### config.mk
export PLATFORM = sky130hd
export DESIGN_NAME = scan_detect_pick_sequencer
export DESIGN_NICKNAME = d
export VERILOG_FILES = /design/src/rtl/sdps_pkg.sv /design/src/rtl/scan_detect_pick_sequencer.sv
export SDC_FILE = /design/constraint.sdc
export NUM_CORES = 1
export LEC_CHECK = 0
export BUFFER_PORTS_ARGS = -buffer_cell sky130_fd_sc_hd__clkbuf_2
export CORE_ASPECT_RATIO = 0.6
export CORE_MARGIN = 2
export CORE_UTILIZATION = 58
export CTS_BUF_LIST = sky130_fd_sc_hd__clkbuf_4 sky130_fd_sc_hd__clkbuf_8 sky130_fd_sc_hd__clkbuf_16
export DETAILED_ROUTE_END_ITERATION = 10
export PLACE_DENSITY = 0.79
export SETUP_SLACK_MARGIN = 0.02
export SLEW_MARGIN = 5
export SYNTH_ARGS = -nofsm -noshare
export SYNTH_HDL_FRONTEND = slang
export SYNTH_SLANG_ARGS = --single-unit
### constraint.sdc
create_clock -name i_clk -period 12.84 [get_ports i_clk]
set_input_delay 0.642 -clock i_clk [delete_from_list [all_inputs] [get_ports i_clk]]
set_output_delay 0.642 -clock i_clk [all_outputs]
set_load 0.01 [all_outputs]
### src/rtl/sdps_pkg.sv
// Types, codes and constants shared by the scan, detect and pick sequencer.
`timescale 1ns / 1ps

package sdps_pkg;

    localparam int WAIT_COUNT_WIDTH = 16;

    localparam int CFG_INDEX_WIDTH = 3;
    localparam int CFG_DATA_WIDTH  = 16;

    localparam logic [CFG_INDEX_WIDTH-1:0] CFG_DETECT_THRESHOLD = 3'd0;
    localparam logic [CFG_INDEX_WIDTH-1:0] CFG_INIT_WAIT_TICKS  = 3'd1;
    localparam logic [CFG_INDEX_WIDTH-1:0] CFG_CMD_WAIT_TICKS   = 3'd2;
    localparam logic [CFG_INDEX_WIDTH-1:0] CFG_SETTLE_TICKS     = 3'd3;
    localparam logic [CFG_INDEX_WIDTH-1:0] CFG_SCAN_HEIGHT      = 3'd4;

    localparam logic [7:0]  THRESHOLD_RESET   = 8'd19;
    localparam logic [15:0] INIT_WAIT_RESET   = 16'd100;
    localparam logic [15:0] CMD_WAIT_RESET    = 16'd50;
    localparam logic [15:0] SETTLE_RESET      = 16'd1000;
    localparam logic [8:0]  SCAN_HEIGHT_RESET = 9'd150;

    localparam logic [1:0] CMD_NONE    = 2'd0;
    localparam logic [1:0] CMD_MOVE    = 2'd1;
    localparam logic [1:0] CMD_SUCTION = 2'd2;

    localparam logic [8:0] POS_X_HOME   = 9'd200;
    localparam logic [7:0] POS_Y_HOME   = 8'd156;
    localparam logic [7:0] POS_Y_WRAP   = 8'd100;
    localparam logic [7:0] STEP_Y       = 8'd10;
    localparam logic [8:0] STEP_X       = 9'd15;
    localparam logic [8:0] POS_X_LIMIT  = 9'd320;
    localparam logic [8:0] ALIGN_X      = 9'd60;
    localparam logic [7:0] ALIGN_Y      = 8'd5;
    localparam logic [8:0] PICK_DROP    = 9'd125;
    localparam logic [8:0] RISE_Z       = 9'd100;
    localparam logic [7:0] LAST_DIST_RESET = 8'd25;

    typedef struct packed {
        logic       request;
        logic       distance_ok;
        logic [7:0] distance_mm;
    } t_in;

    typedef struct packed {
        logic [1:0]        cmd_kind;
        logic [8:0]        target_x;
        logic signed [7:0] target_y;
        logic [8:0]        target_z;
        logic              cube_seen;
        logic              running;
        logic              request_done;
    } t_out;

endpackage

### src/rtl/scan_detect_pick_sequencer.sv
// Scan, detect and pick sequencer: phase machine, raster position and output register.
`timescale 1ns / 1ps

// Each input transaction is one time-base tick and yields exactly one output transaction
// carrying the command of that tick (none, move or suction on) and the status flags. The
// phase machine and raster position are combinational between the input handshake and
// the output register, so a tick is taken every cycle, its output registered for the
// cycle after; a full output register held downstream is the only stall. Configuration
// writes go straight into the registers and should be made while no tick is in flight.
module scan_detect_pick_sequencer (
    input  logic                                i_clk,
    input  logic                                i_rst_n,
    input  logic                                i_cfg_we,
    input  logic [sdps_pkg::CFG_INDEX_WIDTH-1:0] i_cfg_index,
    input  logic [sdps_pkg::CFG_DATA_WIDTH-1:0]  i_cfg_wdata,
    input  logic                                i_in_valid,
    output logic                                o_in_stall,
    input  sdps_pkg::t_in                       i_in,
    output logic                                o_out_valid,
    input  logic                                i_out_stall,
    output sdps_pkg::t_out                      o_out
);

    localparam int CW = sdps_pkg::WAIT_COUNT_WIDTH;

    localparam logic [3:0] PH_INIT    = 4'd0;
    localparam logic [3:0] PH_IDLE    = 4'd1;
    localparam logic [3:0] PH_MOVE    = 4'd2;
    localparam logic [3:0] PH_CMDWAIT = 4'd3;
    localparam logic [3:0] PH_READ    = 4'd4;
    localparam logic [3:0] PH_ALIGN   = 4'd5;
    localparam logic [3:0] PH_DESCEND = 4'd6;
    localparam logic [3:0] PH_SUCTION = 4'd7;
    localparam logic [3:0] PH_RISE    = 4'd8;

    logic [7:0]    r_threshold;
    logic [15:0]   r_init_wait;
    logic [15:0]   r_cmd_wait;
    logic [15:0]   r_settle;
    logic [8:0]    r_scan_height;

    logic [3:0]    r_phase, n_phase;
    logic [CW-1:0] r_wait, n_wait;
    logic [8:0]    r_pos_x, n_pos_x;
    logic [7:0]    r_pos_y, n_pos_y;
    logic [8:0]    r_pos_z, n_pos_z;
    logic [7:0]    r_last_dist, n_last_dist;
    logic          r_cube_flag, n_cube_flag;
    logic          r_run_flag, n_run_flag;

    logic           r_out_valid;
    sdps_pkg::t_out r_out, n_out;

    logic          in_accept;
    logic [CW-1:0] lim;
    logic [CW-1:0] wait_inc;
    logic [CW:0]   wait_inc_wide;
    logic          eq_hit;
    logic          gt_hit;
    logic [7:0]    step_y;
    logic [8:0]    step_x;
    logic [1:0]    kind;
    logic          done;

    assign o_in_stall = r_out_valid && i_out_stall;
    assign in_accept  = i_in_valid && !o_in_stall;

    always_comb begin
        case (r_phase)
            PH_INIT:    lim = CW'(r_init_wait);
            PH_CMDWAIT: lim = CW'(r_cmd_wait);
            default:    lim = CW'(r_settle);
        endcase
        wait_inc      = r_wait + 1'b1;
        wait_inc_wide = {1'b0, r_wait} + 1'b1;
        eq_hit        = (wait_inc == lim);
        gt_hit        = (wait_inc_wide > {1'b0, lim});
    end

    always_comb begin
        step_y = r_pos_y + sdps_pkg::STEP_Y;
        step_x = r_pos_x;
        if (step_y == sdps_pkg::POS_Y_WRAP) begin
            step_y = sdps_pkg::POS_Y_HOME;
            step_x = r_pos_x + sdps_pkg::STEP_X;
        end
        if (step_x >= sdps_pkg::POS_X_LIMIT) begin
            step_x = sdps_pkg::POS_X_HOME;
        end
    end

    always_comb begin
        n_phase     = r_phase;
        n_wait      = r_wait;
        n_pos_x     = r_pos_x;
        n_pos_y     = r_pos_y;
        n_pos_z     = r_pos_z;
        n_last_dist = r_last_dist;
        n_cube_flag = r_cube_flag;
        n_run_flag  = r_run_flag;
        kind        = sdps_pkg::CMD_NONE;
        done        = 1'b0;
        case (r_phase)
            PH_INIT: begin
                n_wait = eq_hit ? '0 : wait_inc;
                if (eq_hit) begin
                    n_phase = PH_IDLE;
                end
            end
            PH_IDLE: begin
                if (i_in.request) begin
                    n_pos_x    = sdps_pkg::POS_X_HOME;
                    n_pos_y    = sdps_pkg::POS_Y_HOME;
                    n_pos_z    = r_scan_height;
                    n_run_flag = 1'b1;
                    n_phase    = PH_MOVE;
                end
            end
            PH_MOVE: begin
                n_pos_x = step_x;
                n_pos_y = step_y;
                kind    = sdps_pkg::CMD_MOVE;
                n_phase = PH_CMDWAIT;
            end
            PH_CMDWAIT: begin
                n_wait = eq_hit ? '0 : wait_inc;
                if (eq_hit) begin
                    n_phase = PH_READ;
                end
            end
            PH_READ: begin
                if (i_in.distance_ok) begin
                    if (r_last_dist <= r_threshold && i_in.distance_mm <= r_threshold) begin
                        n_cube_flag = 1'b1;
                        n_phase     = PH_ALIGN;
                    end else begin
                        n_last_dist = i_in.distance_mm;
                        n_phase     = PH_MOVE;
                    end
                end
            end
            PH_ALIGN: begin
                n_pos_x = r_pos_x + sdps_pkg::ALIGN_X;
                n_pos_y = r_pos_y + sdps_pkg::ALIGN_Y;
                kind    = sdps_pkg::CMD_MOVE;
                n_phase = PH_DESCEND;
            end
            PH_DESCEND: begin
                n_wait = gt_hit ? '0 : wait_inc_wide[CW-1:0];
                if (gt_hit) begin
                    n_pos_z = r_scan_height - sdps_pkg::PICK_DROP;
                    kind    = sdps_pkg::CMD_MOVE;
                    n_phase = PH_SUCTION;
                end
            end
            PH_SUCTION: begin
                n_wait = gt_hit ? '0 : wait_inc_wide[CW-1:0];
                if (gt_hit) begin
                    kind    = sdps_pkg::CMD_SUCTION;
                    n_phase = PH_RISE;
                end
            end
            PH_RISE: begin
                n_wait = eq_hit ? '0 : wait_inc;
                if (eq_hit) begin
                    n_pos_z = sdps_pkg::RISE_Z;
                    kind    = sdps_pkg::CMD_MOVE;
                    done    = 1'b1;
                    n_phase = PH_IDLE;
                end
            end
            default: begin
                n_phase = PH_IDLE;
            end
        endcase

        n_out.cmd_kind     = kind;
        n_out.target_x     = (kind == sdps_pkg::CMD_MOVE) ? n_pos_x : 9'd0;
        n_out.target_y     = (kind == sdps_pkg::CMD_MOVE) ? signed'(n_pos_y) : 8'sd0;
        n_out.target_z     = (kind == sdps_pkg::CMD_MOVE) ? n_pos_z : 9'd0;
        n_out.cube_seen    = n_cube_flag;
        n_out.running      = n_run_flag;
        n_out.request_done = done;
    end

    always_ff @(posedge i_clk) begin
        if (!i_rst_n) begin
            r_threshold   <= sdps_pkg::THRESHOLD_RESET;
            r_init_wait   <= sdps_pkg::INIT_WAIT_RESET;
            r_cmd_wait    <= sdps_pkg::CMD_WAIT_RESET;
            r_settle      <= sdps_pkg::SETTLE_RESET;
            r_scan_height <= sdps_pkg::SCAN_HEIGHT_RESET;
        end else if (i_cfg_we) begin
            case (i_cfg_index)
                sdps_pkg::CFG_DETECT_THRESHOLD: r_threshold   <= i_cfg_wdata[7:0];
                sdps_pkg::CFG_INIT_WAIT_TICKS:  r_init_wait   <= i_cfg_wdata;
                sdps_pkg::CFG_CMD_WAIT_TICKS:   r_cmd_wait    <= i_cfg_wdata;
                sdps_pkg::CFG_SETTLE_TICKS:     r_settle      <= i_cfg_wdata;
                sdps_pkg::CFG_SCAN_HEIGHT:      r_scan_height <= i_cfg_wdata[8:0];
                default: ;
            endcase
        end
    end

    always_ff @(posedge i_clk) begin
        if (!i_rst_n) begin
            r_phase     <= PH_INIT;
            r_wait      <= '0;
            r_pos_x     <= sdps_pkg::POS_X_HOME;
            r_pos_y     <= sdps_pkg::POS_Y_HOME;
            r_pos_z     <= sdps_pkg::SCAN_HEIGHT_RESET;
            r_last_dist <= sdps_pkg::LAST_DIST_RESET;
            r_cube_flag <= 1'b0;
            r_run_flag  <= 1'b0;
        end else if (in_accept) begin
            r_phase     <= n_phase;
            r_wait      <= n_wait;
            r_pos_x     <= n_pos_x;
            r_pos_y     <= n_pos_y;
            r_pos_z     <= n_pos_z;
            r_last_dist <= n_last_dist;
            r_cube_flag <= n_cube_flag;
            r_run_flag  <= n_run_flag;
        end
    end

    always_ff @(posedge i_clk) begin
        if (!i_rst_n) begin
            r_out_valid <= 1'b0;
        end else if (in_accept) begin
            r_out_valid <= 1'b1;
        end else if (!i_out_stall) begin
            r_out_valid <= 1'b0;
        end
    end

    always_ff @(posedge i_clk) begin
        if (in_accept) begin
            r_out <= n_out;
        end
    end

    assign o_out_valid = r_out_valid;
    assign o_out       = r_out;

`ifndef ASSERT_OFF
    a_done_is_move: assert property (@(posedge i_clk) disable iff (!i_rst_n)
        o_out_valid && o_out.request_done |-> o_out.cmd_kind == sdps_pkg::CMD_MOVE)
        else $error("done pulse without a move transaction");

    a_idle_targets_zero: assert property (@(posedge i_clk) disable iff (!i_rst_n)
        o_out_valid && o_out.cmd_kind != sdps_pkg::CMD_MOVE |->
            o_out.target_x == 9'd0 && o_out.target_y == 8'sd0 && o_out.target_z == 9'd0)
        else $error("target fields set without a move");

    a_cube_sticky: assert property (@(posedge i_clk) disable iff (!i_rst_n)
        r_cube_flag |=> r_cube_flag)
        else $error("cube flag cleared");

    a_busy_needs_run: assert property (@(posedge i_clk) disable iff (!i_rst_n)
        r_phase != PH_INIT && r_phase != PH_IDLE |-> r_run_flag)
        else $error("sequence active without an accepted request");
`endif

endmodule

==> impl_metrics.py <==
metrics = {
    "yosys": {
        "synth-seq-cells": 153,
        "synth_edf_count": 31,
        "synth_area_mm2": 0.00853,
        "synthCells": 1070,
        "synth.yosys.warnings": 0,
        "synth_top_flop_cell": "dfxtp_1",
        "synth.yosys.seq_area_share": 0.395,
        "netlist-cell-type-count": 75,
        "synth.top_cell.area_share": 0.286,
        "synth.top_cells.by_area": "dfxtp_1, edfxtp_1, nand2_1",
        "synth_top_area_cell": "dfxtp_1",
        "net_count_after_synthesis": 1145,
        "synth_area_per_cell_um2": 7.97,
        "ffs_w_async_s_r_synth": 0,
    },
    "finish": {
        "layout-drive-gt1-share": 0.119,
        "area_delta_synth_final_pct": 12.0,
        "final_nets": 1175,
        "n_antenna_cell": 0,
    },
    "placement": {
        "detailedPlacementHpwl_um": 16700,
        "globalplace.congestion": 0.947,
        "port_buffers": 66,
    },
    "setup_path": {
        "critical_path_endpoint": "o_out[20]$_SDFFCE_PP0P_",
        "regToRegSetupSlack_ns": 7.54,
        "critical_path.startpoint_type": "flop",
        "timing.critical_path.required_ns": 13.00,
        "timing.critical_path.fanout_max": 17,
        "setup.worst_path.end_class": "flop",
        "setup.worst_path.start": "r_phase[0]$_SDFFE_PN0P_",
        "crit_family": "simple AND/OR/NAND/NOR gates",
        "worstPathCellList": "nor4_2 > buf_4 > nor2_1 > a21oi_1 > ha_1 > nand4_1 > nor4_2 > nand2_1 > o21ai_0 > o21a_1 > nor2_1 > nor3_2 > buf_4 > inv_1 > o21ai_0 > a21oi_1",
        "timing.critical_path.slowest_cell_delay_ns": 0.76,
        "critical_path_cell_count": 16,
        "ff2ff_path_depth": 16,
        "criticalPathCategory": "flop to flop",
        "worstReg2RegStart": "r_phase[0]$_SDFFE_PN0P_",
        "worst-path-buf-inv": 3,
        "rr_endpoint": "o_out[20]$_SDFFCE_PP0P_",
        "worst-endpoint-arrival_ns": 5.46,
        "critical-path-slowest-cell": "nor2_1",
    },
    "timing": {
        "rsz0062_at_grt": "no",
        "finClkSkew_ns": 0.0117,
        "worst_pin_slew_ns": 1.25,
        "period_share": 0.413,
        "timing.final.crit_period_ns": 5.30,
        "finalHoldViolations": 0,
        "max_slew_headroom": 0.162,
        "setup_viol": 0,
        "setup_tns_ns": 0,
        "maxClockFrequency_ghz": 0.189,
        "slew_limit_fails": 0,
    },
    "routing": {
        "wl_um": 24100,
        "drt-pass1-iter-count": 5,
        "detailedRoute.firstIterationViolations": 920,
        "dr_total_vias": 8197,
        "antenna_violating_nets_post_route": 0,
        "post_drt_wl_per_cell_um": 18.4,
        "detail_routed_via_count_per_cell": 6.25,
        "drcViolationCount": 0,
    },
    "grt": {
        "antenna_found_initial": 0,
        "grt_util_met3": 0.0773,
        "grt_first_pass_wirelength_um": 38600,
        "global_route.usage.met2": 0.402,
        "gr-usage-all-layers": 0.306,
        "grtUsageMet1": 0.494,
        "global_route.peak_usage_layer": "met1",
        "first_global_vias": 7225,
        "pin_count_of_the_biggest_net_entering_global_routing": 79,
        "total_gr_overflow": 0,
    },
    "clock_network": {
        "postCtsSetupRepairBufs": 0,
        "clkSlewWorstSetupHoldPaths_ns": 0.07,
        "cts_hold_repair.buffers": 0,
        "tritoncts_num_sinks": 153,
        "cts_made_buffers": 17,
        "clockBufferDepth": 2,
        "clk_latency_ns": 0.42,
        "cts-resized-gates": 0,
        "cts-root-buf": "clkbuf_16",
        "ctsHtreeMaxLevel": 4,
        "tritoncts": "built",
    },
    "floorplan": {
        "die_y_um": 97.9,
        "num_io_pins": 67,
        "initial_core_util": 0.592,
        "placeableCoreArea_mm2": 0.0144,
        "die_area_mm2": 0.0157,
        "core.rowCount": 34,
        "floorplan.die.width_um": 161,
    },
    "power_and_ir_drop": {
        "peakVddDrop_mv": 0.0895,
        "leakagePower_nw": 3.59,
        "powerDensity_mw_per_mm2": 167,
        "power.total_mw": 1.59,
    },
    "run": {
        "drv_cap": 0,
    },
    "worst_hold_path": {
        "holdCritPathClass": "flop to flop",
    },
    "status": {
        "run_status": "complete, no violations",
    },
}
[area by class of cell]
class                   count  area (um^2)
clock inverters            14          171
repair buffers             75          398
inverters                  35          131
flip-flops and latches    153         3370
well taps                 198          248
fillers                  1178         4870
clock buffers              18          439
multi-input cells         818         4790
[cells by family (layout without fill, tap and decap cells)]
logic type / Yosys count / count (layout) / share of synthesized area
XOR/XNOR: 20 / 20 / 0.0205
buffers and inverters: 99 / 142 / 0.0450
AND/OR/NAND/NOR: 448 / 448 / 0.239
AO/OA/AOI/OAI: 298 / 298 / 0.226
multiplexers: 11 / 11 / 0.0136
flip-flops: 153 / 153 / 0.395
adder cells (fa/ha/maj): 41 / 41 / 0.0601
[worst min path at each step]
stage | start | end | slack (ns) | depth (start not counted)
2_1_floorplan | r_run_flag$_SDFFE_PN0P_ | r_run_flag$_SDFFE_PN0P_ | 0.43 | 2
3_3_place_gp | r_init_wait[0]$_SDFFE_PN0P_ | r_init_wait[0]$_SDFFE_PN0P_ | 0.44 | 2
6_report | r_threshold[5]$_SDFFE_PN0P_ | r_threshold[5]$_SDFFE_PN0P_ | 0.46 | 2
5_1_grt | i_cfg_wdata[15] | r_settle[15]$_SDFFE_PN0P_ | 0.46 | 3
4_1_cts | i_in[3] | r_last_dist[3]$_SDFFE_PN1P_ | 0.45 | 3
3_5_place_dp | r_init_wait[4]$_SDFFE_PN0P_ | r_init_wait[4]$_SDFFE_PN0P_ | 0.45 | 2
[flip-flops by register name, summed over array words and instances, names as in the netlist, 9 cells and up]
register	count
r_settle	16
r_init_wait	16
r_pos_x	9
r_pos_z	9
r_scan_height	9
r_cmd_wait	16
r_wait	16
o_out	31
[cell usage after synthesis, drive strengths merged, types with 3 or more instances]
master,instances
a311oi,5
a21oi,132
a21o,3
o21ai,40
clkbuf,52
o22ai,10
nor3b,4
a2111oi,5
nand4,9
nand3b,4
mux2i,9
a22o,17
buf,12
and3,5
xor2,4
or4,4
a221oi,4
o31ai,7
dfxtp,122
nor2,70
o211ai,17
or3,13
nor4,6
nor2b,9
a211oi,17
and3b,3
nand2b,10
ha,41
nand2,222
edfxtp,31
o21a,6
a31oi,7
inv,35
xnor2,16
or2,3
nand3,55
nor3,23
[report_power, final]
part | switching [mW] | internal, mW
registers | 0.0534 | 0.534
logic | 0.314 | 0.165
clock network | 0.225 | 0.300
[metal layers]
metal  share of wire  wire length (um)  vias up
li1                -                 -     3909
met4          0.0079               190        0
met2            0.39              9370      468
met3            0.13              3040       19
met5               0                 0        -
met1            0.48             11500     3801
[worst reg2reg max path: cells and delay by family, from the launching register on]
family	cells	cell delay (ns)
compound gates	5	0.98
fa+ha+maj	1	0.36
buf+inv	3	0.68
flops	1	0.66
simple gates	7	2.36
[cells in the final DEF, fill, tap and decap left out, types with 5 or more instances in the layout]
cell type	Yosys	routed
nand2_1	220	220
a21oi_1	130	130
dfxtp_1	122	122
nor2_1	70	70
clkbuf_2	0	66
nand3_1	55	55
ha_1	41	41
o21ai_0	38	38
inv_1	35	33
edfxtp_1	31	31
nor3_1	23	21
o211ai_1	17	17
a22o_1	17	17
clkbuf_16	0	17
xnor2_1	16	16
a211oi_1	15	15
or3_1	13	13
nand2b_1	10	10
o22ai_1	10	10
nor2b_1	9	9
nand4_1	9	9
mux2i_1	9	9
buf_4	2	9
o31ai_1	7	7
a31oi_1	7	7
o21a_1	6	6
inv_6	0	6
and3_1	5	5
a311oi_1	5	5
[through the flow]
stage	setup slack [ns]	instances	area [um^2]	hold slack (ns)	util
floorplan	8.55	1070	8530	0.428	-
global placement	7.88	1279	8940	0.443	0.620
detailed placement	7.64	1279	8940	0.448	0.620
CTS	7.63	1311	9550	0.455	0.662
global route	7.12	1311	9550	0.462	0.662
finish	7.54	1311	9550	0.457	0.662
Power figures use the tool's default switching activity.
